### src/rtl/arw_pkg.sv
// arw_pkg: shared types and constants of the anti-replay window
// no dependencies; imported by every module of the block

package arw_pkg;

	// fixed field widths
	localparam int unsigned SEQ_W  = 64;
	localparam int unsigned WORD_W = 64;
	localparam int unsigned DIST_W = 32;
	localparam int unsigned BIT_W  = 6;
	localparam int unsigned OUT_W  = 72;

	// item kinds carried on the input tuser
	localparam logic CMD_CHECK  = 1'b0;
	localparam logic CMD_ACCEPT = 1'b1;

	// sequencer states
	typedef enum logic [2:0] {
		ST_IDLE,
		ST_CALC,
		ST_LOAD,
		ST_SHIFT,
		ST_TEST,
		ST_SET,
		ST_RESP
	} state_t;

	// operations of the shared funnel unit
	typedef enum logic {
		FN_SHIFT,
		FN_MARK
	} fn_op_t;

	// bitmap memory control
	typedef struct packed {
		logic rd_en;
		logic wr_en;
		logic clr_all;
	} mem_ctl_t;

endpackage

### src/rtl/arw_funnel.sv
// arw_funnel: shared word unit of the window, funnel shift, bit mark and bit test
// depends on arw_pkg

module arw_funnel import arw_pkg::*; (
	input  fn_op_t              op,
	input  logic [WORD_W-1:0]   hi,
	input  logic [WORD_W-1:0]   lo,
	input  logic [BIT_W-1:0]    amt,
	input  logic                set_low,
	output logic [WORD_W-1:0]   word,
	output logic                hit
);

	logic [WORD_W-1:0] up;
	logic [WORD_W-1:0] carry;

	// funnel of two adjacent words, lower word feeds the vacated bits
	always_comb begin
		up    = hi << amt;
		carry = (amt == '0) ? '0 : (lo >> (7'd64 - {1'b0, amt}));
		case (op)
			FN_SHIFT: word = up | carry | {{(WORD_W-1){1'b0}}, set_low};
			FN_MARK:  word = lo | ({{(WORD_W-1){1'b0}}, 1'b1} << amt);
			default:  word = lo;
		endcase
	end

	// single bit test of the lower word
	assign hit = lo[amt];

endmodule

### src/rtl/arw_mem.sv
// arw_mem: bitmap word memory with a valid bit per word
// depends on arw_pkg; a word that is not valid reads as zero

module arw_mem import arw_pkg::*; #(
	parameter int unsigned NWORDS = 16,
	parameter int unsigned AW     = 4
) (
	input  logic              clk,
	input  logic              arst_n,
	input  mem_ctl_t          ctl,
	input  logic [AW-1:0]     raddr,
	input  logic [AW-1:0]     waddr,
	input  logic [WORD_W-1:0] wdata,
	output logic [WORD_W-1:0] rdata
);

	logic [WORD_W-1:0] mem_q [NWORDS];
	logic [WORD_W-1:0] rd_q;
	logic [NWORDS-1:0] vld_q;
	logic [NWORDS-1:0] vld_nxt;
	logic              rok_q;

	// storage, one write and one registered read a cycle
	always_ff @(posedge clk) begin
		if (ctl.wr_en) begin
			mem_q[waddr] <= wdata;
		end
		if (ctl.rd_en) begin
			rd_q <= mem_q[raddr];
		end
	end

	// next valid bits, a clear drops all of them at once
	always_comb begin
		vld_nxt = ctl.clr_all ? '0 : vld_q;
		if (ctl.wr_en) begin
			vld_nxt[waddr] = 1'b1;
		end
	end

	// valid bits and read qualifier
	always_ff @(posedge clk or negedge arst_n) begin
		if (!arst_n) begin
			vld_q <= '0;
			rok_q <= 1'b0;
		end else begin
			vld_q <= vld_nxt;
			rok_q <= ctl.rd_en & vld_q[raddr];
		end
	end

	assign rdata = rok_q ? rd_q : '0;

endmodule

### src/rtl/anti_replay_window.sv
// anti_replay_window: sliding-window replay check over 64-bit sequence numbers
// depends on arw_pkg, arw_mem, arw_funnel
//
// channel   dir  handshake          payload
// s_*       in   tvalid / tready    tdata = iv, tuser = cmd
// m_*       out  tvalid / tready    tdata = is_fresh, offset
// cfg_*     in   cfg_we             cfg_wdata = initial_remote
//
// an item either touches no word or only rewrites word zero,
// or reads one word to test or mark it,
// or, when a newer accept shifts the bitmap, rewrites every word;
// the shift runs word by word through the one funnel unit and the one memory port pair.
// reset and a register write clear the bitmap at once through the per-word valid bits.
// the result waits in an output register; a stalled output holds the next item in the
// result state, input is not ready while an item is in work.

module anti_replay_window import arw_pkg::*; #(
	parameter int unsigned WINDOW_BITS = 1024
) (
	input  logic              clk,
	input  logic              arst_n,
	input  logic              s_tvalid,
	output logic              s_tready,
	input  logic [SEQ_W-1:0]  s_tdata,   // [63:0] iv
	input  logic [0:0]        s_tuser,   // [0] cmd
	output logic              m_tvalid,
	input  logic              m_tready,
	output logic [OUT_W-1:0]  m_tdata,   // [0] is_fresh, [64:1] offset, [71:65] zero
	input  logic              cfg_we,
	input  logic [SEQ_W-1:0]  cfg_wdata
);

	localparam int unsigned NWORDS = (WINDOW_BITS + 63) / 64;
	localparam int unsigned AW     = (NWORDS > 1) ? $clog2(NWORDS) : 1;
	localparam logic [AW-1:0]     LAST = AW'(NWORDS - 1);
	localparam logic [DIST_W-1:0] WIN  = DIST_W'(WINDOW_BITS);

	state_t state_q, nxt;

	logic [SEQ_W-1:0]  init_q, high_q, iv_q, offset_q, out_offset_q;
	logic [DIST_W-1:0] ahead_q;
	logic [WORD_W-1:0] hi_q;
	logic [AW-1:0]     idx_q;
	logic              cmd_q, fresh_q, out_vld_q, out_fresh_q;

	logic [DIST_W-1:0] back;
	logic              newer, ahead_in_win, back_in_win;
	logic [AW-1:0]     ws, bword;
	logic [BIT_W-1:0]  bs, bbit;
	logic [AW:0]       jpos, rpos;

	mem_ctl_t          ctl;
	logic [AW-1:0]     raddr, waddr;
	logic [WORD_W-1:0] wdata, rd_eff, fn_word;
	logic              wsel_one, fn_set, fn_hit;
	fn_op_t            fn_op;
	logic [BIT_W-1:0]  fn_amt;

	// distance decode
	assign back         = '0 - ahead_q;
	assign newer        = (ahead_q != '0) && !ahead_q[DIST_W-1];
	assign ahead_in_win = ahead_q < WIN;
	assign back_in_win  = back < WIN;
	assign ws           = ahead_q[BIT_W +: AW];
	assign bs           = ahead_q[BIT_W-1:0];
	assign bword        = back[BIT_W +: AW];
	assign bbit         = back[BIT_W-1:0];

	// source word of the shift for the next target word, negative means below the bitmap
	assign jpos = (state_q == ST_LOAD) ? {1'b0, idx_q} : ({1'b0, idx_q} - 1'b1);
	assign rpos = jpos - {1'b0, ws} - 1'b1;

	// sequencer
	always_comb begin
		nxt         = state_q;
		ctl         = '0;
		ctl.clr_all = cfg_we;
		raddr       = '0;
		waddr       = idx_q;
		wsel_one    = 1'b0;
		fn_op       = FN_SHIFT;
		fn_amt      = bs;
		fn_set      = 1'b0;
		case (state_q)
			ST_IDLE: begin
				if (s_tvalid) nxt = ST_CALC;
			end
			ST_CALC: begin
				if (cmd_q == CMD_CHECK) begin
					if (back_in_win) begin
						ctl.rd_en = 1'b1;
						raddr     = bword;
						nxt       = ST_TEST;
					end else begin
						nxt = ST_RESP;
					end
				end else if (newer) begin
					if (!ahead_in_win) begin
						ctl.wr_en   = 1'b1;
						ctl.clr_all = 1'b1;
						waddr       = '0;
						wsel_one    = 1'b1;
						nxt         = ST_RESP;
					end else begin
						ctl.rd_en = 1'b1;
						raddr     = LAST - ws;
						nxt       = ST_LOAD;
					end
				end else if (back_in_win) begin
					ctl.rd_en = 1'b1;
					raddr     = bword;
					nxt       = ST_SET;
				end else begin
					nxt = ST_RESP;
				end
			end
			ST_LOAD: begin
				ctl.rd_en = !rpos[AW];
				raddr     = rpos[AW-1:0];
				nxt       = ST_SHIFT;
			end
			ST_SHIFT: begin
				ctl.wr_en = 1'b1;
				fn_set    = (idx_q == '0);
				if (idx_q == '0) begin
					nxt = ST_RESP;
				end else begin
					ctl.rd_en = !rpos[AW];
					raddr     = rpos[AW-1:0];
				end
			end
			ST_TEST: begin
				fn_amt = bbit;
				nxt    = ST_RESP;
			end
			ST_SET: begin
				fn_op     = FN_MARK;
				fn_amt    = bbit;
				ctl.wr_en = 1'b1;
				waddr     = bword;
				nxt       = ST_RESP;
			end
			ST_RESP: begin
				if (!out_vld_q || m_tready) nxt = ST_IDLE;
			end
			default: nxt = ST_IDLE;
		endcase
	end

	assign wdata = wsel_one ? {{(WORD_W-1){1'b0}}, 1'b1} : fn_word;

	// state, window origin and output valid
	always_ff @(posedge clk or negedge arst_n) begin
		if (!arst_n) begin
			state_q   <= ST_IDLE;
			init_q    <= '0;
			high_q    <= '0;
			out_vld_q <= 1'b0;
		end else begin
			state_q <= nxt;
			if (cfg_we) begin
				init_q <= cfg_wdata;
				high_q <= cfg_wdata;
			end else if (state_q == ST_CALC && cmd_q == CMD_ACCEPT && newer) begin
				high_q <= iv_q;
			end
			if (state_q == ST_RESP && (!out_vld_q || m_tready)) begin
				out_vld_q <= 1'b1;
			end else if (m_tready) begin
				out_vld_q <= 1'b0;
			end
		end
	end

	// item registers and shift carry
	always_ff @(posedge clk) begin
		if (state_q == ST_IDLE && s_tvalid) begin
			cmd_q    <= s_tuser[0];
			iv_q     <= s_tdata;
			ahead_q  <= s_tdata[DIST_W-1:0] - high_q[DIST_W-1:0];
			offset_q <= s_tdata - init_q;
		end
		case (state_q)
			ST_CALC: begin
				fresh_q <= back[DIST_W-1];
				idx_q   <= LAST;
			end
			ST_LOAD: hi_q <= rd_eff;
			ST_SHIFT: begin
				hi_q <= rd_eff;
				if (idx_q != '0) idx_q <= idx_q - 1'b1;
			end
			ST_TEST: fresh_q <= !fn_hit;
			ST_RESP: begin
				if (!out_vld_q || m_tready) begin
					out_fresh_q  <= (cmd_q == CMD_CHECK) ? fresh_q : 1'b0;
					out_offset_q <= (cmd_q == CMD_ACCEPT) ? offset_q : '0;
				end
			end
			default: ;
		endcase
	end

	arw_mem #(
		.NWORDS(NWORDS),
		.AW    (AW)
	) u_mem (
		.clk   (clk),
		.arst_n(arst_n),
		.ctl   (ctl),
		.raddr (raddr),
		.waddr (waddr),
		.wdata (wdata),
		.rdata (rd_eff)
	);

	arw_funnel u_fn (
		.op     (fn_op),
		.hi     (hi_q),
		.lo     (rd_eff),
		.amt    (fn_amt),
		.set_low(fn_set),
		.word   (fn_word),
		.hit    (fn_hit)
	);

	assign s_tready = (state_q == ST_IDLE);
	assign m_tvalid = out_vld_q;
	assign m_tdata  = {{(OUT_W-SEQ_W-1){1'b0}}, out_offset_q, out_fresh_q};

endmodule

### config.mk
export PLATFORM = sky130hd
export DESIGN_NAME = anti_replay_window
export DESIGN_NICKNAME = d
export VERILOG_FILES = /design/src/rtl/arw_pkg.sv /design/src/rtl/arw_funnel.sv /design/src/rtl/arw_mem.sv /design/src/rtl/anti_replay_window.sv
export SDC_FILE = /design/constraint.sdc
export NUM_CORES = 2
export LEC_CHECK = 0
export BUFFER_PORTS_ARGS = -buffer_cell sky130_fd_sc_hd__buf_4
export CAP_MARGIN = 20
export CORE_ASPECT_RATIO = 1.4
export CORE_MARGIN = 2
export CORE_UTILIZATION = 40
export CTS_CLUSTER_DIAMETER = 80
export CTS_CLUSTER_SIZE = 40
export DETAILED_ROUTE_END_ITERATION = 8
export GPL_ROUTABILITY_DRIVEN = 0
export MAX_ROUTING_LAYER = met4
export SETUP_SLACK_MARGIN = 0.05
export SYNTH_ARGS = -nofsm -noshare
export SYNTH_HDL_FRONTEND = slang
export SYNTH_SLANG_ARGS = --single-unit
### constraint.sdc
create_clock -name clk -period 11.5 [get_ports clk]
set_clock_uncertainty 0.15 [all_clocks]
set_input_delay 0 -clock clk [delete_from_list [all_inputs] [get_ports clk]]
set_output_delay 0 -clock clk [all_outputs]
set_load 0.05 [all_outputs]
==> flow_summary.yaml <==
logic_synthesis:
  ys_types: 82
  synth_area_leaders: "edfxtp_1, mux2i_1, dfrtp_1"
  syn_avg_cell_area_um2: 13.2
  synth_warnings: 0
  async_flop_share: 0.0797
  ys_ff_latch: 1468
  postSynthCellCount: 5303
  synth-edff-count: 1351
  synth_flop_cell: "edfxtp_1"
  syn_area_um2: 69900
  synth.most_common_cell: "edfxtp_1"
  seq_area_frac_synth: 0.623
  synthTopCellsByCount: "edfxtp_1, nand2_1, mux2i_1, o21ai_0, nor2_1"
  yosysTopAreaCell: "edfxtp_1"
  synth_top_area_share: 0.581
detailed_routing:
  ant_nets: 0
  first_iter_violations: 5627
  routed_wl_um: 216000
  viasPerCell: 6.05
  num_vias: 48426
  wl_per_cell_um: 27.0
  drc: 0
  drt-pass1-iter-count: 9
placement:
  portBuffers: 200
  dp_hpwl_um: 132000
  dpl.cell_count: 7579
clock_tree:
  cts_setup_buffers: 0
  root_buffer: "clkbuf_16"
  numCtsBuffers: 50
  ctsHtreeMaxLevel: 2
  path_clk_slew_ns: 0.14
  cts_tree: "yes"
  clk_latency_ns: 0.78
  cts_sinks: 1468
  hold_buffers: 327
  cts_max_path_buffers: 3
  cts_resized: 0
setup_path:
  path_delay_family: "compound AO/OA/AOI/OAI gates"
  max_stage_delay_ns: 1.05
  cp_max_fo: 51
  worstPathRequired_ns: 11.70
  end_kind: "register"
  cp.arrival_ns: 6.96
  cp-start-kind: "register"
  crit_buf_inv: 4
  critPathKind: "register to register"
  r2r_slack_ns: 4.73
  cp_cell_sequence: "inv_4, ha_1, nor3b_1, xor2_4, buf_4, ha_4, buf_4, inv_1, a21oi_1, a21oi_1, a311oi_1, a311oi_2"
  cp_slowest_cell: "a311oi_1"
global_routing:
  grt_pass1_wl_um: 317000
  grt_max_degree: 151
  antenna_found_initial: 10
  grt_pass1_vias: 48331
  grt_usage: 0.245
  overflow: 0
finish:
  final_layout_size_suffix_gt1_frac: 0.147
  finalNonFillerCells: 8010
  nNetsFinal: 5924
  syn_to_final_growth_pct: 13.8
sta:
  relSlewSlack: 0.163
  hold_viol_final: 0
  tns_ns: 0
  rsz0062_at_grt: "no"
  slew_violations: 0
  worst_pin_slew_ns: 1.25
  layout_worst_path_cycle_share: 0.588
  setup_violations: 0
  final.min_clock_period_ns: 6.77
  max_freq_ghz: 0.148
outcome:
  status: "finished clean"
die:
  core-area_um2: 174000
  die_h_um: 498
  die_w_um: 357
  rows: 181
  die-area_um2: 178000
  floorplan.initialDensity: 0.402
  ioPinCount: 208
run:
  maxCapViolCount: 0
power_and_ir_drop:
  cellLeakagePower_uw: 0.0291
  ir_worst_vdd_v: 0.000425
  cellPowerDensity_nw_per_um2: 271
hold_path:
  hold_path.class: "input port to register"
## where the power goes
group | switching [uW] | leakage, uW | internal [uW]
registers | 341 | 0.0141 | 7540
logic | 7050 | 0.0142 | 3960
clock network | 1690 | 0.000823 | 931
total | 9080 | 0.0291 | 12400
## path summary, 6_finish.rpt
path / startpoint / endpoint / cells after the start
max: ahead_q[0]$_DFFE_PP_ / u_mem.mem_q[12][51]$_DFFE_PP_ / 12
max in group asynchronous: arst_n / init_q[10]$_DFFE_PN0P_ / 4
min in group asynchronous: arst_n / init_q[27]$_DFFE_PN0P_ / 4
max reg2reg: ahead_q[0]$_DFFE_PP_ / u_mem.mem_q[12][51]$_DFFE_PP_ / 12
min reg2reg: high_q[17]$_DFFE_PN0P_ / high_q[17]$_DFFE_PN0P_ / 2
min: m_tready / state_q[1]$_DFFE_PN0P_ / 5
## flip-flops by register name, indices dropped and copies added (netlist names), 3 cells and up
name and cells:
u_mem.mem_q 1024, iv_q 32, u_mem.rd_q 64, high_q 32, u_mem.vld_q 16, idx_q 4
init_q 64, state_q 3, hi_q 64, offset_q 64, out_offset_q 64, ahead_q 32
## cells in the final DEF, fill, tap and decap left out, types with 57 or more instances in the layout
cell,count
mux4_2,58
inv_1,193
ha_1,103
mux2i_1,348
nor3_1,82
buf_4,338
nand2_1,473
a222oi_1,192
o21ai_0,329
dlygate4sd3_1,326
edfxtp_1,1351
mux2_4,61
nor2_1,248
a211o_1,67
a211oi_1,57
dfrtp_1,116
and2_1,84
a21oi_1,209
nand3_1,86
o22ai_1,78
xnor2_1,73
mux2_2,199
## tightest hold or removal path: cells and delay by family
family	cells	cell delay, ns
AND/OR/NAND/NOR	2	0.23
AO/OA/AOI/OAI	1	0.08
buffers and inverters	2	0.66
## metal layers
layer	vias up	track usage	part of all wire
met3	580	0.0412	0.075
li1	21135	-	-
met2	2354	0.408	0.49
met1	24357	0.288	0.38
met4	0	0.115	0.056
met5	-	-	0
## layout make-up
class	count	area, um2
antenna	12	30.0
clock buffer	56	1300
clock inverter	24	433
fill	15381	94200
inverter	196	739
multi-input combinational	3287	24600
sequential	1468	43500
tap	2287	2860
timing repair buffer	680	6030
## stage by stage
step / util / area, um2 / power (uW) / hold slack, ns / setup WS (ns)
floorplan: - / 69900 / 15200 / -0.446 / 4.31
finish: 0.458 / 79500 / 21500 / 0.0876 / 4.73
detailed placement: 0.428 / 74400 / 18800 / -0.112 / 5.04
global placement: 0.428 / 74300 / 18700 / -0.119 / 4.61
CTS: 0.457 / 79400 / 21500 / 0.0245 / 4.95
global route: 0.458 / 79500 / 22500 / 0.0563 / 4.53
## kinds of logic (layout without fill, tap and decap cells)
| kind of cell | count (synthesis) | in the layout | share of synthesized area |
|---|---|---|---|
| other | 1 | 19 | 0.0000537 |
| buffers and inverters | 554 | 956 | 0.0320 |
| AO/OA/AOI/OAI | 1220 | 1220 | 0.121 |
| AND/OR/NAND/NOR | 1160 | 1160 | 0.0750 |
| multiplexers | 681 | 681 | 0.116 |
| adder cells (fa/ha/maj) | 107 | 107 | 0.0195 |
| XOR/XNOR | 112 | 112 | 0.0140 |
| flip-flops | 1468 | 1468 | 0.623 |
Note: power is estimated with default switching activity, not from simulation.
